## src/hw/rtl/assert_macros.svh

```systemverilog
// Assertion macros shared by the stencil step RTL.
`ifndef ASSERT_MACROS_SVH
`define ASSERT_MACROS_SVH

// Same-cycle implication, sampled on clk, off while arst_n is low.
`define ASSERT_IMPLIES(label, ante, cons, msg) \
	label: assert property (@(posedge clk) disable iff (!arst_n) (ante) |-> (cons)) \
		else $error(msg);

// Next-cycle implication, sampled on clk, off while arst_n is low.
`define ASSERT_NEXT(label, ante, cons, msg) \
	label: assert property (@(posedge clk) disable iff (!arst_n) (ante) |=> (cons)) \
		else $error(msg);

`endif

```

## src/hw/rtl/gds_pkg.sv

```systemverilog
`timescale 1ns / 1ps
`default_nettype none
// Shared types, constants and the per-cell diffusion function of the stencil step core.
package gds_pkg;

	localparam int VALUE_W     = 32;
	localparam int COL_W       = 6;
	localparam int ROW_W       = 12;
	localparam int RATE_W      = 15;
	localparam int COLS_CFG_W  = 7;
	localparam int ROWS_CFG_W  = 13;
	localparam int CFG_DATA_W  = 15;
	localparam int CFG_INDEX_W = 2;
	localparam int RESULTS     = 3;
	localparam int NEIGHBORS   = 4;
	localparam int MIN_DIM     = 2;

	localparam logic [CFG_INDEX_W-1:0] REG_GRID_COLUMNS   = 2'd0;
	localparam logic [CFG_INDEX_W-1:0] REG_GRID_ROWS      = 2'd1;
	localparam logic [CFG_INDEX_W-1:0] REG_DIFFUSION_RATE = 2'd2;

	localparam int GRID_COLUMNS_RST = 10;
	localparam int GRID_ROWS_RST    = 8;
	localparam logic [RATE_W-1:0] RATE_RST = 15'd655;
	localparam logic [RATE_W-1:0] RATE_CAP = 15'd16384;

	localparam int SUM_W  = VALUE_W + 4;
	localparam int PROD_W = SUM_W + RATE_W + 1;
	localparam int FRAC_W = 16;

	typedef logic [VALUE_W-1:0] value_t;

	typedef struct packed {
		logic above;
		logic up2_ok;
		logic left_ok;
		logic left2_ok;
		logic right_ok;
		logic last_row;
		logic final_col;
	} ctl_t;

	typedef struct packed {
		value_t x;
		value_t mid;
		value_t left;
		value_t right;
		value_t up2;
		value_t x1;
		value_t x2;
		logic [COL_W-1:0] col;
		logic [ROW_W-1:0] row;
		ctl_t ctl;
	} ops_t;

	function automatic value_t diffuse(
		input value_t own,
		input logic [NEIGHBORS-1:0][VALUE_W-1:0] nb,
		input logic [NEIGHBORS-1:0] en,
		input logic [RATE_W-1:0] rate
	);
		logic signed [SUM_W-1:0] sum;
		logic signed [PROD_W-1:0] prod;
		logic signed [PROD_W-FRAC_W-1:0] delta;
		logic signed [VALUE_W+4:0] v;
		value_t res;
		sum = '0;
		for (int i = 0; i < NEIGHBORS; i++) begin
			if (en[i]) begin
				sum = sum + $signed({4'b0, nb[i]}) - $signed({4'b0, own});
			end
		end
		prod = sum * $signed({1'b0, rate});
		delta = $signed(prod[PROD_W-1:FRAC_W]);
		v = $signed({5'b0, own}) + delta;
		if (v < 0) begin
			res = '0;
		end else if (v[VALUE_W+4:VALUE_W] != '0) begin
			res = '1;
		end else begin
			res = v[VALUE_W-1:0];
		end
		return res;
	endfunction

endpackage
`default_nettype wire

```

## src/hw/rtl/gds_cfg_regs.sv

```systemverilog
`timescale 1ns / 1ps
`default_nettype none
// Configuration register file with range clamping and grid restart.
module gds_cfg_regs #(
	parameter int MAX_COLUMNS = 64,
	parameter int MAX_ROWS = 4096,
	parameter int CW = $clog2(MAX_COLUMNS),
	parameter int RW = $clog2(MAX_ROWS)
) (
	input  wire logic clk,
	input  wire logic arst_n,
	input  wire logic cfg_valid,
	output logic cfg_ready,
	input  wire logic [gds_pkg::CFG_INDEX_W-1:0] cfg_index,
	input  wire logic [gds_pkg::CFG_DATA_W-1:0] cfg_data,
	output logic restart,
	output logic [CW-1:0] last_col,
	output logic [RW-1:0] last_row,
	output logic [gds_pkg::RATE_W-1:0] rate
);

	localparam int RST_COLS = (gds_pkg::GRID_COLUMNS_RST > MAX_COLUMNS) ?
		MAX_COLUMNS : gds_pkg::GRID_COLUMNS_RST;
	localparam int RST_ROWS = (gds_pkg::GRID_ROWS_RST > MAX_ROWS) ?
		MAX_ROWS : gds_pkg::GRID_ROWS_RST;

	logic wr;
	logic known;
	logic [31:0] cols_in, cols_eff, rows_in, rows_eff;
	logic [gds_pkg::RATE_W-1:0] rate_in;
	logic [CW-1:0] last_col_q;
	logic [RW-1:0] last_row_q;
	logic [gds_pkg::RATE_W-1:0] rate_q;

	assign cfg_ready = 1'b1;
	assign wr = cfg_valid && cfg_ready;
	assign restart = wr && known;
	assign last_col = last_col_q;
	assign last_row = last_row_q;
	assign rate = rate_q;

	always_comb begin
		unique case (cfg_index)
			gds_pkg::REG_GRID_COLUMNS,
			gds_pkg::REG_GRID_ROWS,
			gds_pkg::REG_DIFFUSION_RATE: known = 1'b1;
			default: known = 1'b0;
		endcase
	end

	always_comb begin
		cols_in = 32'(cfg_data[gds_pkg::COLS_CFG_W-1:0]);
		rows_in = 32'(cfg_data[gds_pkg::ROWS_CFG_W-1:0]);
		rate_in = cfg_data[gds_pkg::RATE_W-1:0];
		if (cols_in < 32'(gds_pkg::MIN_DIM)) begin
			cols_eff = 32'(gds_pkg::MIN_DIM);
		end else if (cols_in > 32'(MAX_COLUMNS)) begin
			cols_eff = 32'(MAX_COLUMNS);
		end else begin
			cols_eff = cols_in;
		end
		if (rows_in < 32'(gds_pkg::MIN_DIM)) begin
			rows_eff = 32'(gds_pkg::MIN_DIM);
		end else if (rows_in > 32'(MAX_ROWS)) begin
			rows_eff = 32'(MAX_ROWS);
		end else begin
			rows_eff = rows_in;
		end
		if (rate_in > gds_pkg::RATE_CAP) begin
			rate_in = gds_pkg::RATE_CAP;
		end
	end

	always_ff @(posedge clk or negedge arst_n) begin
		if (!arst_n) begin
			last_col_q <= CW'(RST_COLS - 1);
			last_row_q <= RW'(RST_ROWS - 1);
			rate_q     <= gds_pkg::RATE_RST;
		end else if (wr) begin
			unique case (cfg_index)
				gds_pkg::REG_GRID_COLUMNS: last_col_q <= CW'(cols_eff - 32'd1);
				gds_pkg::REG_GRID_ROWS: last_row_q <= RW'(rows_eff - 32'd1);
				gds_pkg::REG_DIFFUSION_RATE: rate_q <= rate_in;
				default: ;
			endcase
		end
	end

endmodule
`default_nettype wire

```

## config.mk

```make
export PLATFORM = sky130hd
export DESIGN_NAME = gds_cfg_regs
export DESIGN_NICKNAME = d
export VERILOG_FILES = /design/src/hw/rtl/assert_macros.svh /design/src/hw/rtl/gds_pkg.sv /design/src/hw/rtl/gds_cfg_regs.sv
export SDC_FILE = /design/constraint.sdc
export NUM_CORES = 1
export LEC_CHECK = 0
export ABC_AREA = 1
export BUFFER_PORTS_ARGS = -buffer_cell sky130_fd_sc_hd__buf_2
export CAP_MARGIN = 5
export CORE_ASPECT_RATIO = 1.75
export CORE_UTILIZATION = 35
export DETAILED_ROUTE_END_ITERATION = 10
export MAX_ROUTING_LAYER = met4
export SYNTH_ARGS = -nofsm -noshare
export SYNTH_HDL_FRONTEND = slang
export SYNTH_SLANG_ARGS = --single-unit
```

## constraint.sdc

```tcl
create_clock -name clk -period 0.8 [get_ports clk]
set_input_delay 0.16 -clock clk [delete_from_list [all_inputs] [get_ports clk]]
set_output_delay 0.16 -clock clk [all_outputs]
set_load 0.02 [all_outputs]
```

* Word-level counts from Yosys, hierarchy flattened *
Cells that the tools add are included.

storage, ports and cells
  memories kept = 0
  latch bits = 0
  RAM bits = 0
  logic and storage cells = 24
  register bits = 33
  memory bits (read-only) = 0

cells by class
  reduce and logical (&&, ||, !) cells = 6
  shifts and indexed selects = 0
  equal/unequal tests = 2
  order comparisons = 5
  multiplexer cells = 6
  add/sub/neg operators = 2
  divide/modulo/power cells = 0
  multiply operators = 0
  bitwise logic cells = 0

operator list
  kind                                                                   number
  12-bit two-way mux                                                     2
  15-bit greater-than comparator, second input constant                  1
  15-bit two-way mux                                                     1
  13-bit greater-than comparator, second input constant                  1
  13-bit by 2-bit < comparator with 1-bit output, second input constant  1
  6-bit two-way mux                                                      2
  12-bit by 1-bit subtractor with 12-bit output, second input constant   1
  7-bit greater-than comparator, second input constant                   1
  7-bit by 2-bit < comparator with 1-bit output, second input constant   1
  2-bit AND reduction                                                    3
  6-bit by 1-bit subtractor with 6-bit output, second input constant     1
  3-bit OR reduction                                                     1
  2-bit by 1-bit equality test with 1-bit output, second input constant  1
  2-bit equality test, second input constant                             1
  2-bit logical NOT                                                      1
  1-bit logical AND                                                      1
  1-bit two-way mux                                                      1

* Depth between registers and ports, before layout *
  word-level depth = 4
  gate-level depth with buffers = 16
  mapped depth without buffers = 16

* Least setup slack after synthesis *
No wires, ideal clock.

  path kind = input port to flip-flop
  start = input port cfg_data[6] (netlist name)
  end = register last_row_q[10], in the netlist last_row[10]
  data arrival time = 1.604 ns
  stages on the path = 14
  data required time = 0.682 ns
  setup slack = -0.921 ns
  cells stage by stage = buf_2 nor2_1 nand2_1 nor2_1 nand2_1 nand3_1 ha_1 inv_1 nor2_1 nand2_1 nor2_1 nand3_1 nand3_1 nand2_1

on the way
  longest elaborated chain between the ends = 4

RTL lines
  element                                            line                source
  from (decl)                                        gds_cfg_regs.sv:15  input wire logic [gds_pkg::CFG_DATA_W-1:0] cfg_data,
  13-bit greater-than comparator                     gds_cfg_regs.sv:64  end else if (rows_in > 32'(MAX_ROWS)) begin
  12-bit two-way mux                                 gds_cfg_regs.sv:64
  12-bit two-way mux (*)                             gds_cfg_regs.sv:62  if (rows_in < 32'(gds_pkg::MIN_DIM)) begin
  12-bit by 1-bit subtractor with 12-bit output (*)  gds_cfg_regs.sv:82  gds_pkg::REG_GRID_ROWS: last_row_q <= RW'(rows_eff - 32'd1);
  to (signal assigned)                               gds_cfg_regs.sv:77  last_row_q <= RW'(RST_ROWS - 1);
  to (signal assigned)                               gds_cfg_regs.sv:82
  to (decl)                                          gds_cfg_regs.sv:32  logic [RW-1:0] last_row_q;

Every way passes the cells marked *; elsewhere a longest branch is shown, timed or not.
A chain may end at the register's enable or synchronous reset.

* Worst setup path in the final report *
  start = input port cfg_data[12] (netlist name)
  end = register last_row_q[8], in the netlist last_row[8]

The elaborated chain is that of the path after synthesis.

==> out/qor.yml <==
cpMaxStageDelayCell: "nor2_4"
place.gp.congestion: 0.777
powerDensity_nw_per_um2: 1590
die-height_um: 97.9
clock-sinks: 33
htreeDepth: 2
hp-class: "in -> reg"
synth_most_common_cell: "nand2_1"
cts_buffer_depth: 2
critPathArrivalTime_ns: 1.52
whs_ns: 0.134
yosys.area.top_type: "dfrtp_1"
outcome: "complete, but fails checks"
crit_top_cell: "nor2_4"
fmax_mhz: 744
grt.total_usage_pct: 24.3
area_growth_pct: 96.3
ys_types: 34
path_buf_inv: 2
vias: 2214
syn_nets: 274
ys_seq_area_share_pct: 45.7
crit_required_ns: 0.98
antenna_found_initial: 0
rows: 34
hold_violations: 0
grt_max_degree: 34
finalInstanceArea_um2: 3610
place_area_um2: 2640
p_total_w: 0.00575
initial_core_util_pct: 36.6
cts_tree: "done"
yosys_warnings: 0
avgSynthCellArea_um2: 7.29
grt-ovfl-total: 0
critical_path.top_delay_family: "simple AND/OR/NAND/NOR gates"
end_kind: "flop"
wl_um: 6430
ys.flop_type: "dfrtp_1"
clk_pin_slew_ns: 0.07
cts_inserted_buffers: 5
drt_pass1_iterations: 7
detail_route.vias_per_cell: 5.03
drc: 2
drtIter0Drc: 95
startpoint_type: "input port"
die-width_um: 56.8
async_reset_ff_share_pct: 100
cts-root-buf: "clkbuf_8"
fin_crit_sh_pct: 168
fin_ws_ns: -0.545
wire_per_inst_um: 14.6
grt_pass1_vias: 2251
ys_ff_latch: 33
final_core_utilization_pct: 71.9
io_pins: 55
synth_top_cells_by_count: "100 x nand2_1, 33 x nand3_1, 22 x dfrtp_1"
core_um2: 5020
diodes: 0
period_minus_slack_ns: 1.34
n_fill_cell: 366
crit_fanout: 4
post-dp-hpwl_um: 4020
violations: "design-rule violations, negative setup slack"
portBuffers: 53
slew_viol_final: 0
final_antenna_net_count: 0
rsz0062_at_grt: "true"
finalSetupTns_ns: -18.38
netlist.area_leader.share_pct: 30.0
nets: 407
finalClockSkew_ns: 0
insertion_delay_ns: 0.29
drive_above_1_share_pct: 59.6
irDropWorstVdd_mv: 1.06
power_leakage_nw: 1.80
netlist_instances: 252
syn_area_um2: 1840
synth.area.top_cells: "dfrtp_1 30%, nand2_1 20%, dfstp_2 16%"
path_class: "in -> reg"
grt_pass1_wl_um: 10200
max_stage_delay_ns: 0.14
finalSetupViolCount: 64
cp_cell_sequence: "buf_12 > nor2_4 > nand2_2 > nor2_4 > nand2_2 > nand3_4 > ha_4 > inv_4 > nor2_4 > nand2_4 > nor2_4 > nand4_1 > nand3_1 > nand2_1"
fp.dieArea_um2: 5560
synth_edf_count: 0
drv_cap: 0
[power by group]
| group | internal [W] | leakage, nW | total [W] | switching [W] |
|---|---|---|---|---|
| logic | 0.00120 | 1.36 | 0.00233 | 0.00112 |
| registers | 0.00199 | 0.395 | 0.00218 | 0.000189 |
| clock network | 0.000603 | 0.0450 | 0.00124 | 0.000640 |
| total | 0.00380 | 1.80 | 0.00575 | 0.00195 |
[final timing paths]
kind / startpoint / cells after the start / slack [ns] / end
setup reg to reg: rate[8] / 4 / -0.04 / rate[8]
setup / recovery: cfg_data[12] / 14 / -0.54 / last_row[8]
hold reg to reg: rate[9] / 2 / 0.47 / rate[9]
max in group asynchronous: arst_n / 3 / 0.19 / rate[7]
hold / removal: cfg_data[11] / 3 / 0.13 / rate[11]
min in group asynchronous: arst_n / 3 / 0.36 / last_col[1]
[layout by cell type, fill, tap and decap left out, drive strengths merged]
cell	count
inv	20
o31ai	1
ha	2
conb	1
o41ai	1
a31oi	1
nand3	33
nand2	104
nor3	1
nand3b	2
nand4	3
o22ai	1
o21ai	9
buf	130
xor2	1
a21boi	2
or2	1
clkinv	4
a21oi	1
dfrtp	22
dlygate4sd3	1
o211ai	1
o21a	1
xnor2	2
dfstp	11
clkbuf	8
nor2	22
[layer usage]
layer  GRT usage (%)  wire length [um]  up-vias
li1                -                 -     1068
met1            24.4              2330     1044
met2            43.4              3600       75
met3            3.84               264       27
met4            13.9               238        0
met5               -                 0        -
[sequential cells by signal, summed over array words and instances (netlist names)]
| signal | cells |
|---|---|
| last_col | 6 |
| last_row | 12 |
| rate | 15 |
[what timing repair did]
| item | CTS | global route |
|---|---|---|
| gates cloned | 1 | 0 |
| endpoints found under the setup margin | 67 | 67 |
| resized for setup | 144 | 30 |
| buffers inserted | 20 | 17 |
| pin swaps | 45 | 18 |
| hold endpoints to repair | 22 | 0 |
| hold buffers | 1 | 0 |
[worst reg2reg max path, stage by stage (launching register included)]
cell	delay (ns)
dfrtp_1	0.38
buf_4	0.13
buf_4	0.12
nand2_1	0.06
nand2_1	0.05
[per-stage QoR]
stage,instances,setup slack (ns)
after CTS,425,-0.468
after global routing,440,-0.670
final,440,-0.545
after floorplan,252,-0.703
after detailed placement,396,-0.987
after global placement,396,-0.906
[kinds of logic after synthesis]
logic type,after synthesis,synth area share (%)
AND/OR/NAND/NOR,166,38.7
flip-flops,33,45.7
buffers and inverters,29,6.33
AO/OA/AOI/OAI,18,6.33
XOR/XNOR,3,1.43
adder cells (fa/ha/maj),2,1.36
other,1,0.204
[layout make-up]
class / count / area, um2 / share of cell area [%]
clock buffer: 6 / 72.6 / 2.01
clock inverter: 2 / 10.0 / 0.277
inverter: 22 / 110 / 3.05
multi-input combinational: 190 / 1240 / 34.3
sequential: 33 / 840 / 23.3
tap: 54 / 67.6 / 1.87
timing repair buffer: 133 / 1270 / 35.2
(Power assumes the default switching activity.)
